## config.mk

```make
export PLATFORM = sky130hd
export DESIGN_NAME = tlb_lookup_insert
export DESIGN_NICKNAME = d
export VERILOG_FILES = /design/src/rtl/core/tli_pkg.sv /design/src/rtl/core/tli_dp.sv /design/src/rtl/core/tli_ctrl.sv /design/src/rtl/core/tlb_lookup_insert.sv
export SDC_FILE = /design/constraint.sdc
export NUM_CORES = 2
export LEC_CHECK = 0
export BUFFER_PORTS_ARGS = -buffer_cell sky130_fd_sc_hd__clkbuf_2
export CORE_MARGIN = 1.5
export CORE_UTILIZATION = 55
export CTS_CLUSTER_DIAMETER = 120
export CTS_CLUSTER_SIZE = 8
export DETAILED_ROUTE_END_ITERATION = 16
export PLACE_DENSITY = 0.71
export SYNTH_ARGS = -nofsm -noshare
export SYNTH_HDL_FRONTEND = slang
export SYNTH_SLANG_ARGS = --single-unit
```

## constraint.sdc

```tcl
create_clock -name clk -period 11.6 [get_ports clk]
set_input_delay 2.32 -clock clk [delete_from_list [all_inputs] [get_ports clk]]
set_output_delay 2.32 -clock clk [all_outputs]
set_load 0.01 [all_outputs]
```

## src/rtl/core/tli_pkg.sv

```systemverilog
// ----------------------------------------------------------------------------
// tli_pkg
// Types, codes and widths shared by the TLB lookup/insert block.
// ----------------------------------------------------------------------------
`timescale 1ns / 1ps

package tli_pkg;

    // Field widths of the stream words.
    localparam int OPCODE_W   = 3;
    localparam int PAGE_W     = 8;
    localparam int ACCESS_W   = 2;
    localparam int FRAME_W    = 7;
    localparam int STATUS_W   = 2;
    localparam int S_TDATA_W  = 24;
    localparam int S_TUSER_W  = OPCODE_W;
    localparam int M_TDATA_W  = 16;

    // Bit positions in the input and output words.
    localparam int S_PAGE_LSB   = 0;
    localparam int S_ACCESS_LSB = S_PAGE_LSB + PAGE_W;
    localparam int S_FRAME_LSB  = S_ACCESS_LSB + ACCESS_W;
    localparam int M_HIT_BIT    = 0;
    localparam int M_FRAME_LSB  = 1;
    localparam int M_STATUS_LSB = M_FRAME_LSB + FRAME_W;
    localparam int M_PAD_W      = M_TDATA_W - (M_STATUS_LSB + STATUS_W);

    // Default geometry of the table.
    localparam int DEF_ENTRIES    = 64;
    localparam int DEF_PAGE_BITS  = 8;
    localparam int DEF_FRAME_BITS = 7;

    typedef enum logic [OPCODE_W-1:0] {
        OP_LOOKUP     = 3'd0,
        OP_INSERT     = 3'd1,
        OP_INVALIDATE = 3'd2,
        OP_FLUSH      = 3'd3,
        OP_SET_PERM   = 3'd4,
        OP_SET_FRAME  = 3'd5
    } op_t;

    localparam logic [STATUS_W-1:0] STAT_DONE = 2'd0;
    localparam logic [STATUS_W-1:0] STAT_MISS = 2'd1;
    localparam logic [STATUS_W-1:0] STAT_FULL = 2'd2;

    typedef enum logic [2:0] {
        S_IDLE    = 3'b001,
        S_COMPARE = 3'b010,
        S_UPDATE  = 3'b100
    } state_t;

    // Commands from the controller to the datapath.
    typedef struct packed {
        logic load;
        logic compare;
        logic commit;
    } cmd_t;

    // Status from the datapath to the controller.
    typedef struct packed {
        logic out_free;
    } sts_t;

endpackage

```

## src/rtl/core/tli_dp.sv

```systemverilog
// ----------------------------------------------------------------------------
// tli_dp
// Entry array, parallel compare vectors, slot selection and result register.
// ----------------------------------------------------------------------------
`timescale 1ns / 1ps

module tli_dp #(
    parameter int ENTRIES    = tli_pkg::DEF_ENTRIES,
    parameter int PAGE_BITS  = tli_pkg::DEF_PAGE_BITS,
    parameter int FRAME_BITS = tli_pkg::DEF_FRAME_BITS
) (
    input  logic                         clk,
    input  logic                         rst_n,
    input  tli_pkg::cmd_t                cmd,
    output tli_pkg::sts_t                sts,
    input  logic [tli_pkg::S_TDATA_W-1:0] s_tdata,
    input  logic [tli_pkg::S_TUSER_W-1:0] s_tuser,
    output logic                         m_tvalid,
    input  logic                         m_tready,
    output logic [tli_pkg::M_TDATA_W-1:0] m_tdata
);

    // Request held for the compare and update cycles.
    tli_pkg::op_t                  op_reg;
    logic [PAGE_BITS-1:0]          page_reg;
    logic [tli_pkg::ACCESS_W-1:0]  acc_reg;
    logic [FRAME_BITS-1:0]         frame_reg;

    // Table contents.
    logic [ENTRIES-1:0]            valid_reg;
    logic [ENTRIES-1:0]            valid_next;
    logic [PAGE_BITS-1:0]          page_tab_reg  [ENTRIES];
    logic [tli_pkg::ACCESS_W-1:0]  acc_tab_reg   [ENTRIES];
    logic [FRAME_BITS-1:0]         frame_tab_reg [ENTRIES];

    // Compare vectors, registered at the end of the compare cycle.
    logic [ENTRIES-1:0]            match_reg;
    logic [ENTRIES-1:0]            perm_reg;
    logic [ENTRIES-1:0]            free_reg;

    logic [ENTRIES-1:0]            match_first;
    logic [ENTRIES-1:0]            perm_first;
    logic [ENTRIES-1:0]            free_first;
    logic [ENTRIES-1:0]            ins_sel;
    logic                          any_match;
    logic                          any_perm;
    logic                          any_free;
    logic                          ins_ok;
    logic [FRAME_BITS-1:0]         frame_sel;

    logic [31:0]                   page_wide;
    logic [31:0]                   frame_wide;
    logic [31:0]                   fsel_wide;

    logic                          res_hit;
    logic [tli_pkg::FRAME_W-1:0]   res_frame;
    logic [tli_pkg::STATUS_W-1:0]  res_status;

    logic                          out_valid_reg;
    logic [tli_pkg::M_TDATA_W-1:0] out_data_reg;

    // Fields are resized to the configured table widths.
    assign page_wide  = {{(32 - tli_pkg::PAGE_W){1'b0}},
                         s_tdata[tli_pkg::S_PAGE_LSB +: tli_pkg::PAGE_W]};
    assign frame_wide = {{(32 - tli_pkg::FRAME_W){1'b0}},
                         s_tdata[tli_pkg::S_FRAME_LSB +: tli_pkg::FRAME_W]};

    always_ff @(posedge clk)
    begin
        if (cmd.load)
        begin
            op_reg    <= tli_pkg::op_t'(s_tuser);
            page_reg  <= page_wide[PAGE_BITS-1:0];
            acc_reg   <= s_tdata[tli_pkg::S_ACCESS_LSB +: tli_pkg::ACCESS_W];
            frame_reg <= frame_wide[FRAME_BITS-1:0];
        end
    end

    // One comparator per entry.
    always_ff @(posedge clk)
    begin
        if (cmd.compare)
        begin
            for (int i = 0; i < ENTRIES; i++)
            begin
                match_reg[i] <= valid_reg[i] && (page_tab_reg[i] == page_reg);
                perm_reg[i]  <= valid_reg[i] && (page_tab_reg[i] == page_reg) &&
                                ((acc_tab_reg[i] & acc_reg) == acc_reg);
                free_reg[i]  <= !valid_reg[i];
            end
        end
    end

    // Lowest set bit of each vector, isolated with a two's complement.
    assign match_first = match_reg & (~match_reg + ENTRIES'(1));
    assign perm_first  = perm_reg  & (~perm_reg  + ENTRIES'(1));
    assign free_first  = free_reg  & (~free_reg  + ENTRIES'(1));
    assign any_match   = |match_reg;
    assign any_perm    = |perm_reg;
    assign any_free    = |free_reg;
    assign ins_sel     = any_match ? match_first : free_first;
    assign ins_ok      = any_match || any_free;

    always_comb
    begin
        frame_sel = '0;
        for (int i = 0; i < ENTRIES; i++)
        begin
            frame_sel = frame_sel | (perm_first[i] ? frame_tab_reg[i] : '0);
        end
    end

    assign fsel_wide = {{(32 - FRAME_BITS){1'b0}}, frame_sel};

    always_comb
    begin
        res_hit    = 1'b0;
        res_frame  = '0;
        res_status = tli_pkg::STAT_DONE;
        valid_next = valid_reg;
        case (op_reg)
            tli_pkg::OP_LOOKUP:
            begin
                res_hit    = any_perm;
                res_frame  = any_perm ? fsel_wide[tli_pkg::FRAME_W-1:0] : '0;
                res_status = any_perm ? tli_pkg::STAT_DONE : tli_pkg::STAT_MISS;
            end
            tli_pkg::OP_INSERT:
            begin
                res_status = ins_ok ? tli_pkg::STAT_DONE : tli_pkg::STAT_FULL;
                valid_next = valid_reg | ins_sel;
            end
            tli_pkg::OP_INVALIDATE:
            begin
                res_status = any_match ? tli_pkg::STAT_DONE : tli_pkg::STAT_MISS;
                valid_next = valid_reg & ~match_reg;
            end
            tli_pkg::OP_FLUSH:
            begin
                valid_next = '0;
            end
            tli_pkg::OP_SET_PERM, tli_pkg::OP_SET_FRAME:
            begin
                res_status = any_match ? tli_pkg::STAT_DONE : tli_pkg::STAT_MISS;
            end
            default:
            begin
                res_status = tli_pkg::STAT_DONE;
            end
        endcase
    end

    always_ff @(posedge clk or negedge rst_n)
    begin
        if (!rst_n)
        begin
            valid_reg <= '0;
        end
        else if (cmd.commit)
        begin
            valid_reg <= valid_next;
        end
    end

    // Entry payload; an insert writes one slot, the set operations every match.
    always_ff @(posedge clk)
    begin
        if (cmd.commit)
        begin
            for (int i = 0; i < ENTRIES; i++)
            begin
                if (op_reg == tli_pkg::OP_INSERT && ins_sel[i])
                begin
                    page_tab_reg[i]  <= page_reg;
                    acc_tab_reg[i]   <= acc_reg;
                    frame_tab_reg[i] <= frame_reg;
                end
                if (op_reg == tli_pkg::OP_SET_PERM && match_reg[i])
                begin
                    acc_tab_reg[i] <= acc_reg;
                end
                if (op_reg == tli_pkg::OP_SET_FRAME && match_reg[i])
                begin
                    frame_tab_reg[i] <= frame_reg;
                end
            end
        end
    end

    // Result register.
    always_ff @(posedge clk or negedge rst_n)
    begin
        if (!rst_n)
        begin
            out_valid_reg <= 1'b0;
        end
        else if (cmd.commit)
        begin
            out_valid_reg <= 1'b1;
        end
        else if (m_tready)
        begin
            out_valid_reg <= 1'b0;
        end
    end

    always_ff @(posedge clk)
    begin
        if (cmd.commit)
        begin
            out_data_reg <= {{tli_pkg::M_PAD_W{1'b0}}, res_status, res_frame, res_hit};
        end
    end

    assign sts.out_free = !out_valid_reg || m_tready;
    assign m_tvalid     = out_valid_reg;
    assign m_tdata      = out_data_reg;

endmodule

```

## src/rtl/core/tli_ctrl.sv

```systemverilog
// ----------------------------------------------------------------------------
// tli_ctrl
// Sequencer that steps each request through compare and update.
// ----------------------------------------------------------------------------
`timescale 1ns / 1ps

module tli_ctrl (
    input  logic          clk,
    input  logic          rst_n,
    input  logic          s_tvalid,
    output logic          s_tready,
    output tli_pkg::cmd_t cmd,
    input  tli_pkg::sts_t sts
);

    tli_pkg::state_t state_reg;
    tli_pkg::state_t state_next;

    always_comb
    begin
        s_tready    = 1'b0;
        cmd.compare = 1'b0;
        cmd.commit  = 1'b0;
        state_next  = state_reg;
        case (state_reg)
            tli_pkg::S_IDLE:
            begin
                s_tready = 1'b1;
            end
            tli_pkg::S_COMPARE:
            begin
                cmd.compare = 1'b1;
                state_next  = tli_pkg::S_UPDATE;
            end
            tli_pkg::S_UPDATE:
            begin
                // The update finishes only when the result register can take it.
                if (sts.out_free)
                begin
                    cmd.commit = 1'b1;
                    s_tready   = 1'b1;
                    state_next = tli_pkg::S_IDLE;
                end
            end
            default:
            begin
                state_next = tli_pkg::S_IDLE;
            end
        endcase
        cmd.load = s_tvalid && s_tready;
        if (cmd.load)
        begin
            state_next = tli_pkg::S_COMPARE;
        end
    end

    always_ff @(posedge clk or negedge rst_n)
    begin
        if (!rst_n)
        begin
            state_reg <= tli_pkg::S_IDLE;
        end
        else
        begin
            state_reg <= state_next;
        end
    end

endmodule

```

## src/rtl/core/tlb_lookup_insert.sv

```systemverilog
// ----------------------------------------------------------------------------
// tlb_lookup_insert
// Fully associative TLB with lookup, insert and maintenance operations.
// ----------------------------------------------------------------------------
//
// Channel  Dir  Word contents (lowest bit first)
// s_*      in   tuser: opcode[2:0]
//                tdata: page_number[7:0], access_bits[9:8], frame_number[16:10]
// m_*      out  tdata: hit[0], frame_out[7:1], status[9:8]
//
// Every request produces exactly one result word.
// A request passes through a compare state, in which every entry compares its page
// and permissions in parallel, and an update state that picks the lowest matching or
// free slot, writes the table and loads the result register.
// The next request is taken in that update state, so the block accepts a new word
// before the current result has left, as long as the output is drained.
// A result that waits on m_tready holds the update cycle and with it s_tready.
// After reset all entries are invalid; no clearing pass is needed.
// ----------------------------------------------------------------------------
`timescale 1ns / 1ps

module tlb_lookup_insert #(
    parameter int ENTRIES    = tli_pkg::DEF_ENTRIES,
    parameter int PAGE_BITS  = tli_pkg::DEF_PAGE_BITS,
    parameter int FRAME_BITS = tli_pkg::DEF_FRAME_BITS
) (
    input  logic                          clk,
    input  logic                          rst_n,
    input  logic                          s_tvalid,
    output logic                          s_tready,
    // page_number[7:0], access_bits[9:8], frame_number[16:10], zero pad
    input  logic [tli_pkg::S_TDATA_W-1:0] s_tdata,
    // opcode[2:0]
    input  logic [tli_pkg::S_TUSER_W-1:0] s_tuser,
    output logic                          m_tvalid,
    input  logic                          m_tready,
    // hit[0], frame_out[7:1], status[9:8], zero pad
    output logic [tli_pkg::M_TDATA_W-1:0] m_tdata
);

    // Command and status between the sequencer and the datapath.
    tli_pkg::cmd_t cmd;
    tli_pkg::sts_t sts;

    tli_ctrl u_ctrl (
        .clk      (clk),
        .rst_n    (rst_n),
        .s_tvalid (s_tvalid),
        .s_tready (s_tready),
        .cmd      (cmd),
        .sts      (sts)
    );

    tli_dp #(
        .ENTRIES    (ENTRIES),
        .PAGE_BITS  (PAGE_BITS),
        .FRAME_BITS (FRAME_BITS)
    ) u_dp (
        .clk      (clk),
        .rst_n    (rst_n),
        .cmd      (cmd),
        .sts      (sts),
        .s_tdata  (s_tdata),
        .s_tuser  (s_tuser),
        .m_tvalid (m_tvalid),
        .m_tready (m_tready),
        .m_tdata  (m_tdata)
    );

endmodule

```

==> Yosys cells after proc, flatten, opt, wreduce, memory -nomap -nowiden <==
Memories as Yosys holds them, arrays and structs flattened.
Index checks and enable logic that the tools add are counted.
{ "totals": {"register_bits": 290, "mem_bits_rw": 1088, "input_bits": 31, "memories": 3} }
{ "classes": {"addsub": 3, "n_eq_ne": 138, "n_mux": 972, "bitwise": 263, "n_reduce_logical": 461} }
{ "memory_table": {"columns": ["memory", "words", "width", "rd", "rd_clocked_by_memory_dff", "wr", "line_no", "source"], "rows": [
  ["u_dp.page_tab_reg", 64, 8, 64, 0, 1, "tli_dp.sv:32", "logic [PAGE_BITS-1:0] page_tab_reg [ENTRIES];"],
  ["u_dp.frame_tab_reg", 64, 7, 64, 0, 64, "tli_dp.sv:34", "logic [FRAME_BITS-1:0] frame_tab_reg [ENTRIES];"],
  ["u_dp.acc_tab_reg", 64, 2, 64, 0, 64, "tli_dp.sv:33", "logic [tli_pkg::ACCESS_W-1:0] acc_tab_reg [ENTRIES];"]
]} }
{ "op_table": {"columns": ["cell", "n"], "rows": [
  ["two-way mux 7 bit", 128],
  ["two-way mux 1 bit", 646],
  ["equality test 8 bit", 64],
  ["two-way mux 8 bit", 63],
  ["OR reduction 8 bit", 63],
  ["OR 7 bit", 63],
  ["two-way mux 6 bit", 63],
  ["logical AND 1 bit", 321],
  ["AND 64 bit", 4],
  ["adder 64 x 1 -> 64 bit (second input constant)", 3],
  ["NOT 64 bit", 3],
  ["one-hot mux 64 bit (3 select lines)", 1],
  ["OR reduction 64 bit", 3],
  ["two-way mux 2 bit", 65],
  ["AND 2 bit", 64],
  ["equality test 2 bit", 64],
  ["OR 1 bit", 128],
  ["zero test 1 bit", 65],
  ["two-way mux 64 bit", 1],
  ["OR 64 bit", 1],
  ["equality test 3 x 2 -> 1 bit (second input constant)", 3],
  ["equality test 3 bit (second input constant)", 3],
  ["one-hot mux 3 bit (3 select lines)", 1],
  ["equality test 3 x 1 -> 1 bit (second input constant)", 2],
  ["11 further kinds", 15]
]} }

==> Longest topological paths before layout <==
{ "logic_depth": {"word_depth": 72, "ltp_mapped": 11, "depth_no_buf": 9} }

==> Cells and area by module <==
A second synthesis with hierarchy kept.
{ "hier_totals": {"hier_cells": 3881, "area_unflattened_um2": 56940.9} }
{ "modules_own_cells": {"columns": ["module", "n_inst", "cells_each", "area_per_inst_um2", "seq_area_each_um2"], "rows": [
  ["tli_dp", 1, 3860, 56741.9, 40964.3],
  ["tli_ctrl", 1, 21, 198.9, 76.3]
]} }

==> Least setup slack after synthesis <==
Ideal clock, no wire load.
{ "synth_timing": {"kind": "register to register", "startpoint": "register u_ctrl.state_reg[2]", "endpoint": "register u_dp.free_reg[0], enable pin", "t_arrival_ns": 8.492, "slack_ns": 2.362, "stages_incl_launch_ff": 3, "path_buffers": 0, "period_less_slack_ns": 9.238, "path_cell_list": "dfrtp_1 > nand2b_1 > nor2_1"} }
{ "synth_between": {"elab_chain_len": 2} }
{ "synth_lines": {"columns": ["item", "line_no", "source"], "rows": [
  ["from (decl)", "tli_ctrl.sv:16", "tli_pkg::state_t state_reg;"],
  ["from (signal assigned)", "tli_ctrl.sv:61", "state_reg <= tli_pkg::S_IDLE;"],
  ["from (signal assigned)", "tli_ctrl.sv:65", "state_reg <= state_next;"],
  ["equality test 3 x 2 -> 1 bit", "tli_ctrl.sv:25", "case (state_reg)"],
  ["two-way mux 1 bit", "tli_ctrl.sv:25", null],
  ["to (signal, indexed assignment)", "tli_dp.sv:89", "free_reg[i] <= !valid_reg[i];"],
  ["to (decl)", "tli_dp.sv:39", "logic [ENTRIES-1:0] free_reg;"]
]} }
Every way passes these cells.
A chain may end at the register's enable or synchronous reset.

==> Final worst setup path <==
{ "layout_timing": {"startpoint": "input m_tready", "endpoint": "output s_tready"} }
{ "layout_between": {"elab_chain_len": 3} }
{ "layout_lines": {"columns": ["item", "line_no", "source"], "rows": [
  ["from (decl)", "tlb_lookup_insert.sv:36", "input logic m_tready,"],
  ["logical OR 1 bit", "tli_dp.sv:215", "assign sts.out_free = !out_valid_reg || m_tready;"],
  ["two-way mux 1 bit", "tli_ctrl.sv:38", "if (sts.out_free)"],
  ["one-hot mux 1 bit (2 select lines)", "tli_ctrl.sv:25", null],
  ["to (decl)", "tlb_lookup_insert.sv:30", "output logic s_tready,"]
]} }
Every way passes these cells.

==> reports/qor.csv <==
metric;value;unit
swShare;0.249;
yosysUniqueCellTypes;85;
drive_gt1_frac;0.100;
largest_reg_flops;512;
cts_root_buf;clkbuf_16;
syn_area_per_cell;14.8;um2
synthTopCellsByCount;1310 x edfxtp_1, 448 x xnor2_1, 375 x nand2_1;
antenna_found_initial;0;
fin_nets;3983;
place_hpwl;88900;um
fin_setup_tns;0;ps
yosys_warnings;0;
ys_seq_elements;1378;
dieHeight;324;um
drt_iter0_drc;4324;
syn_inst;3825;
grt_max_degree;148;
cts_setup_buffers;0;
cap_violations;0;
h-tree-depth;4;
power_leakage;21.2;nW
viasPerCell;6.31;
grt_first_pass_wirelength;210000;um
grt_overflow;0;
port_buffers;35;
worst_pin_slew;1370;ps
hold_violations;0;
drv_slew;0;
p_switching;0.00305;W
synthMuxAreaShare;0.000353;
firstDrtPassIters;6;
remaining_drc_errors;0;
routed_wl;142000;um
pwr-share-clk;0.414;
yosys.area_share.simple;0.106;
power.density;192;mW/mm2
reg2reg_slack;6400;ps
synth_edf_count;1310;
final.setup_skew;34.6;ps
core-area;0.102;mm2
clock.fmax;181;MHz
p_seq_frac;0.489;
clkLatencyLatePin;790;ps
cp-start-kind;primary input;
gp_congestion;0.946;
synth_compound_area_frac;0.0703;
synth_top_family_by_area;simple AND/OR/NAND/NOR gates;
ys_seq_area_frac;0.724;
synth-xor-area-share;0.0791;
hold_buffers;0;
combinationalPowerShare;0.097;
mappedNetlistArea;0.0567;mm2
synth-adder-area-share;0;
cts_buffers;190;
drt-wirelength-per-cell;26.1;um
die_w;324;um
grt_pass1_vias;32900;
path_class;primary input to output pin;
clkTransAtPathRegs;50;ps
placed_cell_area;0.0585;mm2
rsz0062_at_grt;no;
cts.path.max_buffers;3;
setup_viol;0;
dieArea;0.105;mm2
fin_crit;5530;ps
synth_top_cell_area_share;0.694;
vias;34300;
fin_area;0.0640;mm2
outcome;finished, final reports clean;
required;9280;ps
cts_sinks;1378;
initial_core_util;0.556;
synthFlopType;edfxtp_1;
worst-path-max-fanout;6;
internal_power;0.00921;W
synthToLayoutAreaGrowth;12.8;%
critPathCaptureType;output pin;
row_count;117;
cts_tree;built;
async_reset_ff_frac;0.0493;
boundaryPins;49;
ir_drop;0.133;mV
relSlewSlack;0.0744;
synth.most_common_cell;edfxtp_1;
hold_path.class;flip-flop to flip-flop;
synthTopCellsByArea;edfxtp_1 69%, xnor2_1 6.9%, dfrtp_1 3.0%, nand2_1 2.5%, o221a_2 1.3%;
synth_top_area_cell;edfxtp_1;
crit_arrival;3210;ps
drt.antenna.violating_nets;0;
grtUsageTotal;0.272;
fin_crit_sh;0.477;
cts_resized;0;
[metal layers]
metal	up-vias	routed length, um	global-route usage
met4	0	4010	0.0912
li1	14900	-	-
met2	1913	62900	0.399
met5	-	0	0
met3	255	15400	0.0644
met1	17300	59600	0.401
[power by group through the flow]
stage / clock, W / combinational (W) / sequential (W)
finish: 0.00508 / 0.00118 / 0.00600
global route: 0.00534 / 0.00127 / 0.00600
CTS: 0.00513 / 0.00120 / 0.00598
detailed placement: 0 / 0.00119 / 0.00607
global placement: 0 / 0.00116 / 0.00607
floorplan: 0 / 0.000682 / 0.00614
[cell type report]
type                       instances  area (um2)
inverter                         134         505
fill                            7280       38000
sequential                      1378       41000
clock buffer                     297        5200
multi-input combinational       2153       14600
antenna                            1        2.50
clock inverter                    14         268
tap                             1368        1710
timing repair buffer              95         691
[through the flow]
stage	hold slack, ps	setup WS [ps]	power [W]	std cells	utilization
floorplan	445	2360	0.00682	3830	-
global placement	458	6070	0.00723	5128	0.573
detailed placement	463	6000	0.00726	5128	0.573
CTS	476	6060	0.0123	5439	0.627
global route	482	5980	0.0126	5439	0.627
finish	474	6070	0.0123	5440	0.627
[placed cells by master, fill, tap and decap left out, types with 64 or more instances in the layout]
cell type	Yosys	final
dfrtp_1	67	67
clkbuf_1	131	105
xnor2_1	448	448
a22oi_1	73	73
nand2_1	375	375
nand4_1	110	110
xor2_1	64	64
o21ai_0	92	92
clkbuf_16	0	192
nor2_1	100	98
nand3_1	119	119
inv_1	132	132
o221a_2	64	64
edfxtp_1	1310	1310
nor4_1	114	114
[final timing paths]
check | start | endpoint | depth (start not counted)
min in group asynchronous | rst_n | u_dp.valid_reg[43] | 1
worst max register to register | u_dp.match_reg[39] | u_dp.page_tab_reg[6][56] | 6
max in group asynchronous | rst_n | u_dp.valid_reg[0] | 2
worst min register to register | u_dp.valid_reg[17] | u_dp.valid_reg[17] | 1
worst max-delay path | m_tready | s_tready | 4
worst min-delay path | u_dp.valid_reg[17] | u_dp.valid_reg[17] | 1
[cells by family (layout without fill, tap and decap cells)]
logic type	count (synthesis)	after routing
XOR/XNOR	512	512
AO/OA/AOI/OAI	514	514
flip-flops	1378	1378
buffers and inverters	299	540
other	1	7
multiplexers	2	2
AND/OR/NAND/NOR	1119	1119
[critical path: stages]
cell and delay [ps]:
clkbuf_2 80, nor2b_1 420, o22ai_1 220, clkbuf_2 170
Power figures use the tool's default switching activity.
